===== src/design/pes_pkg.sv =====
// ----------------------------------------------------------------------------
// pes_pkg: shared types and constants for the PID exclusion set
// Request and result beats, request codes, and the link passed cell to cell.
// ----------------------------------------------------------------------------
`default_nettype none

package pes_pkg;

	localparam int PID_W = 13;

	// request codes
	localparam logic [1:0] REQ_CLEAR  = 2'd0;
	localparam logic [1:0] REQ_ADD    = 2'd1;
	localparam logic [1:0] REQ_LOOKUP = 2'd2;

	typedef struct packed {
		logic [1:0]  req_type;
		logic [15:0] pid_value;
	} req_t;

	typedef struct packed {
		logic       hit;
		logic [6:0] unique_count;
		logic       accepted;
	} rsp_t;

	// broadcast to every cell
	typedef struct packed {
		logic [PID_W-1:0] key;
		logic             ins;
		logic             clr;
	} cell_cmd_t;

	// what one cell hands to the next one down the row
	typedef struct packed {
		logic [PID_W-1:0] entry;
		logic             less;
		logic             valid;
	} link_t;

endpackage

`default_nettype wire


===== src/design/pes_cell.sv =====
// ----------------------------------------------------------------------------
// pes_cell: one slot of the sorted set
// Holds one PID and its valid bit, compares it to the key, and on insert
// keeps, takes the key, or takes its upstream neighbor's entry.
// ----------------------------------------------------------------------------
`default_nettype none

module pes_cell (
	input  wire logic             clk,
	input  wire logic             arst_n,
	input  wire pes_pkg::cell_cmd_t cmd,
	input  wire pes_pkg::link_t   up,
	output pes_pkg::link_t        down,
	output logic                  eq
);
	import pes_pkg::*;

	logic [PID_W-1:0] entry_q;
	logic             valid_q;
	logic             less;

	// compare against the broadcast key
	assign less = valid_q && (entry_q < cmd.key);
	assign eq   = valid_q && (entry_q == cmd.key);

	assign down.entry = entry_q;
	assign down.less  = less;
	assign down.valid = valid_q;

	// valid bit: thermometer over the row
	always_ff @(posedge clk or negedge arst_n) begin
		if (!arst_n) begin
			valid_q <= 1'b0;
		end else if (cmd.clr) begin
			valid_q <= 1'b0;
		end else if (cmd.ins && !less) begin
			valid_q <= up.valid;
		end
	end

	// entry: insertion point takes the key, cells below shift down
	always_ff @(posedge clk) begin
		if (cmd.ins && !less) begin
			entry_q <= up.less ? cmd.key : up.entry;
		end
	end

endmodule

`default_nettype wire


===== src/design/pes_chain.sv =====
// ----------------------------------------------------------------------------
// pes_chain: row of set cells
// Links the cells head to tail and gathers the match flags into one hit.
// ----------------------------------------------------------------------------
`default_nettype none

module pes_chain #(
	parameter int N = 64
) (
	input  wire logic               clk,
	input  wire logic               arst_n,
	input  wire pes_pkg::cell_cmd_t cmd,
	output logic                    found
);
	import pes_pkg::*;

	link_t        link [N+1];
	logic [N-1:0] eq;

	// head of the row: always "valid and below the key" so cell 0 can take it
	assign link[0].entry = cmd.key;
	assign link[0].less  = 1'b1;
	assign link[0].valid = 1'b1;

	for (genvar i = 0; i < N; i++) begin : g_cell
		pes_cell u_cell (
			.clk    (clk),
			.arst_n (arst_n),
			.cmd    (cmd),
			.up     (link[i]),
			.down   (link[i+1]),
			.eq     (eq[i])
		);
	end

	assign found = |eq;

endmodule

`default_nettype wire


===== src/design/pid_exclusion_set_unit.sv =====
// ----------------------------------------------------------------------------
// pid_exclusion_set_unit: sorted exclusion set of transport-stream PIDs
// Clear, add and lookup requests on a row of compare-and-shift cells.
// ----------------------------------------------------------------------------
//  channel | dir | payload | handshake
//  req     | in  | req_t   | req_valid / req_stall
//  rsp     | out | rsp_t   | rsp_valid / rsp_stall
//
//  Each request runs in order: the beat is registered, then every cell
//  compares its entry to the key and the row inserts in the same cycle.
//  A new request is taken while the previous result waits in the output
//  register; a stalled result holds the compare stage until it drains.
//  Reset clears the valid bits and both counts at once; no sweep.
// ----------------------------------------------------------------------------
`default_nettype none

module pid_exclusion_set_unit #(
	parameter int MAX_ENTRIES = 64
) (
	input  wire logic          clk,
	input  wire logic          arst_n,
	input  wire logic          req_valid,
	output logic               req_stall,
	input  wire pes_pkg::req_t req,
	output logic               rsp_valid,
	input  wire logic          rsp_stall,
	output pes_pkg::rsp_t      rsp
);
	import pes_pkg::*;

	localparam int CW = $clog2(MAX_ENTRIES + 1);
	localparam logic [CW-1:0] CAP = CW'(MAX_ENTRIES);

	req_t          req_s1;
	logic          valid_s1;
	logic [CW-1:0] count_q;
	logic [CW-1:0] taken_q;
	rsp_t          rsp_q;
	logic          rsp_valid_q;

	logic          commit;
	logic          in_range;
	logic          found;
	logic          add_ok;
	logic          do_ins;
	logic          do_clr;
	logic          hit;
	logic [CW-1:0] count_nx;
	logic [CW+6:0] count_ext;
	cell_cmd_t     cmd;

	assign req_stall = valid_s1;
	assign rsp_valid = rsp_valid_q;
	assign rsp       = rsp_q;

	// compare stage retires when the output slot is free
	assign commit   = valid_s1 && (!rsp_valid_q || !rsp_stall);
	assign in_range = (req_s1.pid_value[15:PID_W] == '0);

	// request decode
	always_comb begin
		add_ok = 1'b0;
		hit    = 1'b0;
		do_clr = 1'b0;
		case (req_s1.req_type)
			REQ_CLEAR:  do_clr = 1'b1;
			REQ_ADD:    add_ok = in_range && (taken_q < CAP);
			REQ_LOOKUP: hit    = in_range && found;
			default:    ;
		endcase
	end

	assign do_ins = commit && add_ok && !found && (count_q < CAP);

	assign cmd.key = req_s1.pid_value[PID_W-1:0];
	assign cmd.ins = do_ins;
	assign cmd.clr = commit && do_clr;

	pes_chain #(.N(MAX_ENTRIES)) u_chain (
		.clk    (clk),
		.arst_n (arst_n),
		.cmd    (cmd),
		.found  (found)
	);

	// count after this request
	always_comb begin
		if (do_clr) begin
			count_nx = '0;
		end else if (add_ok && !found && (count_q < CAP)) begin
			count_nx = count_q + CW'(1);
		end else begin
			count_nx = count_q;
		end
	end
	assign count_ext = {7'd0, count_nx};

	// input stage
	always_ff @(posedge clk or negedge arst_n) begin
		if (!arst_n) begin
			valid_s1 <= 1'b0;
		end else if (req_valid && !req_stall) begin
			valid_s1 <= 1'b1;
		end else if (commit) begin
			valid_s1 <= 1'b0;
		end
	end

	always_ff @(posedge clk) begin
		if (req_valid && !req_stall) begin
			req_s1 <= req;
		end
	end

	// set counts
	always_ff @(posedge clk or negedge arst_n) begin
		if (!arst_n) begin
			count_q <= '0;
			taken_q <= '0;
		end else if (commit) begin
			count_q <= count_nx;
			if (do_clr) begin
				taken_q <= '0;
			end else if (add_ok) begin
				taken_q <= taken_q + CW'(1);
			end
		end
	end

	// output register
	always_ff @(posedge clk or negedge arst_n) begin
		if (!arst_n) begin
			rsp_valid_q <= 1'b0;
		end else if (commit) begin
			rsp_valid_q <= 1'b1;
		end else if (!rsp_stall) begin
			rsp_valid_q <= 1'b0;
		end
	end

	always_ff @(posedge clk) begin
		if (commit) begin
			rsp_q.hit          <= hit;
			rsp_q.unique_count <= count_ext[6:0];
			rsp_q.accepted     <= add_ok;
		end
	end

endmodule

`default_nettype wire


===== config.mk =====
export PLATFORM = sky130hd
export DESIGN_NAME = pid_exclusion_set_unit
export DESIGN_NICKNAME = d
export VERILOG_FILES = /design/src/design/pes_pkg.sv /design/src/design/pes_cell.sv /design/src/design/pes_chain.sv /design/src/design/pid_exclusion_set_unit.sv
export SDC_FILE = /design/constraint.sdc
export NUM_CORES = 2
export LEC_CHECK = 0
export BUFFER_PORTS_ARGS = -buffer_cell sky130_fd_sc_hd__buf_4
export CORE_UTILIZATION = 35
export CTS_CLUSTER_DIAMETER = 80
export DETAILED_ROUTE_END_ITERATION = 12
export HOLD_SLACK_MARGIN = 0.06
export SLEW_MARGIN = 20
export SYNTH_ARGS = -nofsm -noshare
export SYNTH_HDL_FRONTEND = slang
export SYNTH_HIERARCHICAL = 1
export SYNTH_SLANG_ARGS = --single-unit

===== constraint.sdc =====
create_clock -name clk -period 11.85 [get_ports clk]
set_clock_uncertainty 0.05 [all_clocks]
set_input_delay 0.5925 -clock clk [delete_from_list [all_inputs] [get_ports clk]]
set_output_delay 0.5925 -clock clk [all_outputs]
set_load 0.01 [all_outputs]

==> reports/summary.md <==
• **initial detailed-routing violation count** 2355
• **via/cell ratio** 5.121
• **total of endpoints with negative setup slack in the final report** 0
• **Setup WS pre-CTS** 4045 ps
• **Final TNS setup** 0 ps
• **routed vias** 40680
• **maximum number of pins on one net before global-route repair** 100
• **clk sinks** 939
• **Comb pwr share** 18.8%
• **most frequent standard cell in the layout excluding fill and tap cells** inv_1
• **wire length of the first global-routing pass** 233700 microns
• **overall die area** 0.1822 sq mm
• **net switching fraction of the power** 28.63%
• **crit-path max FO** 71
• **Die Span Y** 426.9 microns
• **setup repair after global routing missed its margin** false
• **startpoint types** flip-flop
• **actual transition at the worst max-transition pin** 1214 ps
• **total of buffers placed on input and output ports** 32
• **highest clock rate** 128.7 MHz
• **sequential group share of total power** 41.7%
• **Critical-path top delay cell** or4_1
• **Antenna Cells** 0
• **met2 layer usage reported by global route** 26.67%
• **yosys synthesis warning count** 6
• **Clock Pin Slew Worst Setup and Hold Paths** 60 ps
• **Die W** 426.9 microns
• **cell count after synthesis** 5478
• **worst ir drop on vdd** 114.8 uV
• **number of max-slew violations in the final report** 0
• **setup slack after layout** 4081 ps
• **fin nets** 6348
• **DRC violations left** 0
• **power density of the placed cells** 129.3 mW/mm^2
• **clock buffer count from CTS** 109
• **wire length after detailed routing** 148500 microns
• **vias in the first global route** 41630
• **data required time of the worst path** 12130 ps
• **Worst EP arrival** 8050 ps
• **Routed WL per cell** 18.70 microns
• **Buf/Inv on CP** 4
• **share of the core filled with cells** 38.93%
• **clock tree from TritonCTS** built
• **Top cell by count, worst path** inv_1
• **remaining max-slew budget at the tightest pin** 18.33%
• **mean instance size in the synthesized netlist** 11.53 sq um
• **number of nets with antenna violations after routing** 0
• **global routing met3 resource utilization** 2.395%
• **Static Leak** 27.63 nW
• **Clk Tree Root Cell** clkbuf_16
• **Min-Delay Path Class** in2async
• **# Post-CTS Setup Buffers** 0
• **Setup crit end kind** flip-flop
• **antenna violations before repair** 2
• **combined area of the multi-input logic cells** 0.03078 sq mm
• **clock insertion delay at the later pin of the skew report** 740 ps
• **Period Utilization, post-route** 65.57%
• **cell type group with the largest total delay on the critical path** simple AND/OR/NAND/NOR gates
• **total global routing track utilization** 16.21%
• **I/O pins** 33
• **Site Rows** 155
• **netlist area before placement** 0.06317 sq mm
• **most heavily used metal layer in global routing** met2
• **net switching component of the power** 2.578 mW
• **instance area at placement** 0.06558 sq mm
• **detailed placement HPWL** 99780 microns
• **area of all placed cells without fillers** 0.06961 sq mm
• **Internal Pwr Total** 6.426 mW
• **count of H-tree levels built during CTS** 3
• **Worst Path Class, Setup** reg2reg
• **Crit path largest cell delay** 900 ps
• **Layout Area Growth over Synthesis** 10.19%
• **area of the placeable core** 0.1788 sq mm
• **share of final-layout standard cells stronger than drive strength 1** 16.23%
• **final weighted congestion of routability-driven global placement** 0.8143
• **1st-pass router iterations** 7
• **status** completed
• **gr ovfl total** 0
• **Final Hold Slack** 448.6 ps
• **Final min period** 7769 ps
• **Seq. cell area** 0.02780 sq mm
• **starting density of the core** 35.33%
• **most used cells in the layout excluding fill and tap cells** inv_1 (899), edfxtp_1 (859), ha_1 (834), mux2_2 (513), nand2_1 (332)
• **max-cap viol count** 0
• **total of fill cells in the finished design** 16830
• **critical path, cell by cell** buf_12, inv_1, ha_1, and4_1, nand2_1, nor3_1, nor4_1, nand4_1, or4_1, nor2_1, nand4b_1, nor2_4, buf_4, inv_1, a31oi_2
• **Clock Path Buffers** 3
• **Hold Violations, Final** 0
• **post-cts repair resize count** 0
• **met1 Resource Use GR** 21.73%
• **Clk pwr share** 39.5%
[power groups by stage]
stage	clock, mW	combinational [mW]	sequential [mW]
after CTS	3.64	1.70	3.75
after floorplan	0	1.04	3.94
after global routing	3.76	1.94	3.76
after global placement	0	1.60	3.82
final	3.56	1.69	3.75
after detailed placement	0	1.69	3.82
[cell type report]
| type | instances | area share, % |
|---|---|---|
| repair buffers | 92 | 1.289 |
| well taps | 2355 | 4.233 |
| flip-flops and latches | 939 | 39.93 |
| inverters | 900 | 4.853 |
| clock inverters | 54 | 1.007 |
| clock buffers | 153 | 4.475 |
| multi-input cells | 3450 | 44.21 |
[worst reg2reg max path: stages, from the launching register on]
cell and delay, ps:
edfxtp_1 710, buf_12 430, inv_1 190, ha_1 290, and4_1 160, nand2_1 130, nor3_1 90, nor4_1 870
nand4_1 530, or4_1 900, nor2_1 300, nand4b_1 190, nor2_4 670, buf_4 900, inv_1 210, a31oi_2 760
[sequential cells by signal (all words and copies together), names as in the netlist]
register and flops:
rsp_valid 1, req_s1 5, u_chain/g_cell.u_cell/entry_q 832, req_stall 1
rsp 9, taken_q 7, cmd 13, u_chain/g_cell.u_cell/valid_q 64
count_q 7
[repair_timing]
| action | CTS | global route |
|---|---|---|
| hold endpoints to repair | 67 | 0 |
| hold buffers | 21 | 0 |
| setup endpoints to repair | 0 | 0 |
[per-stage QoR]
| step | instances | power (mW) |
|---|---|---|
| 3_5_place_dp | 7715 | 5.509 |
| 3_3_place_gp | 7715 | 5.420 |
| 5_1_grt | 7943 | 9.463 |
| 6_report | 7943 | 9.004 |
| 2_1_floorplan | 5482 | 4.982 |
| 4_1_cts | 7943 | 9.100 |
[per-layer routing]
layer	part of all wire, %	up-vias
met3	4.3	241
met5	0	-
met1	47	19950
li1	-	19710
met2	46	777
met4	3.1	0
[final timing paths]
check	end	slack [ps]	cells past startpoint	from
hold / removal	u_chain/g_cell[53].u_cell/valid_q	450	2	arst_n
max in group asynchronous	u_chain/g_cell[28].u_cell/valid_q	10120	3	arst_n
setup / recovery	u_chain/g_cell[0].u_cell/entry_q[10]	4080	15	cmd[11]
min in group clk	rsp_valid	480	1	rsp_valid
setup reg to reg	u_chain/g_cell[0].u_cell/entry_q[10]	4080	15	cmd[11]
hold reg to reg	rsp_valid	480	1	rsp_valid
Note: power is estimated with default switching activity, not from simulation.
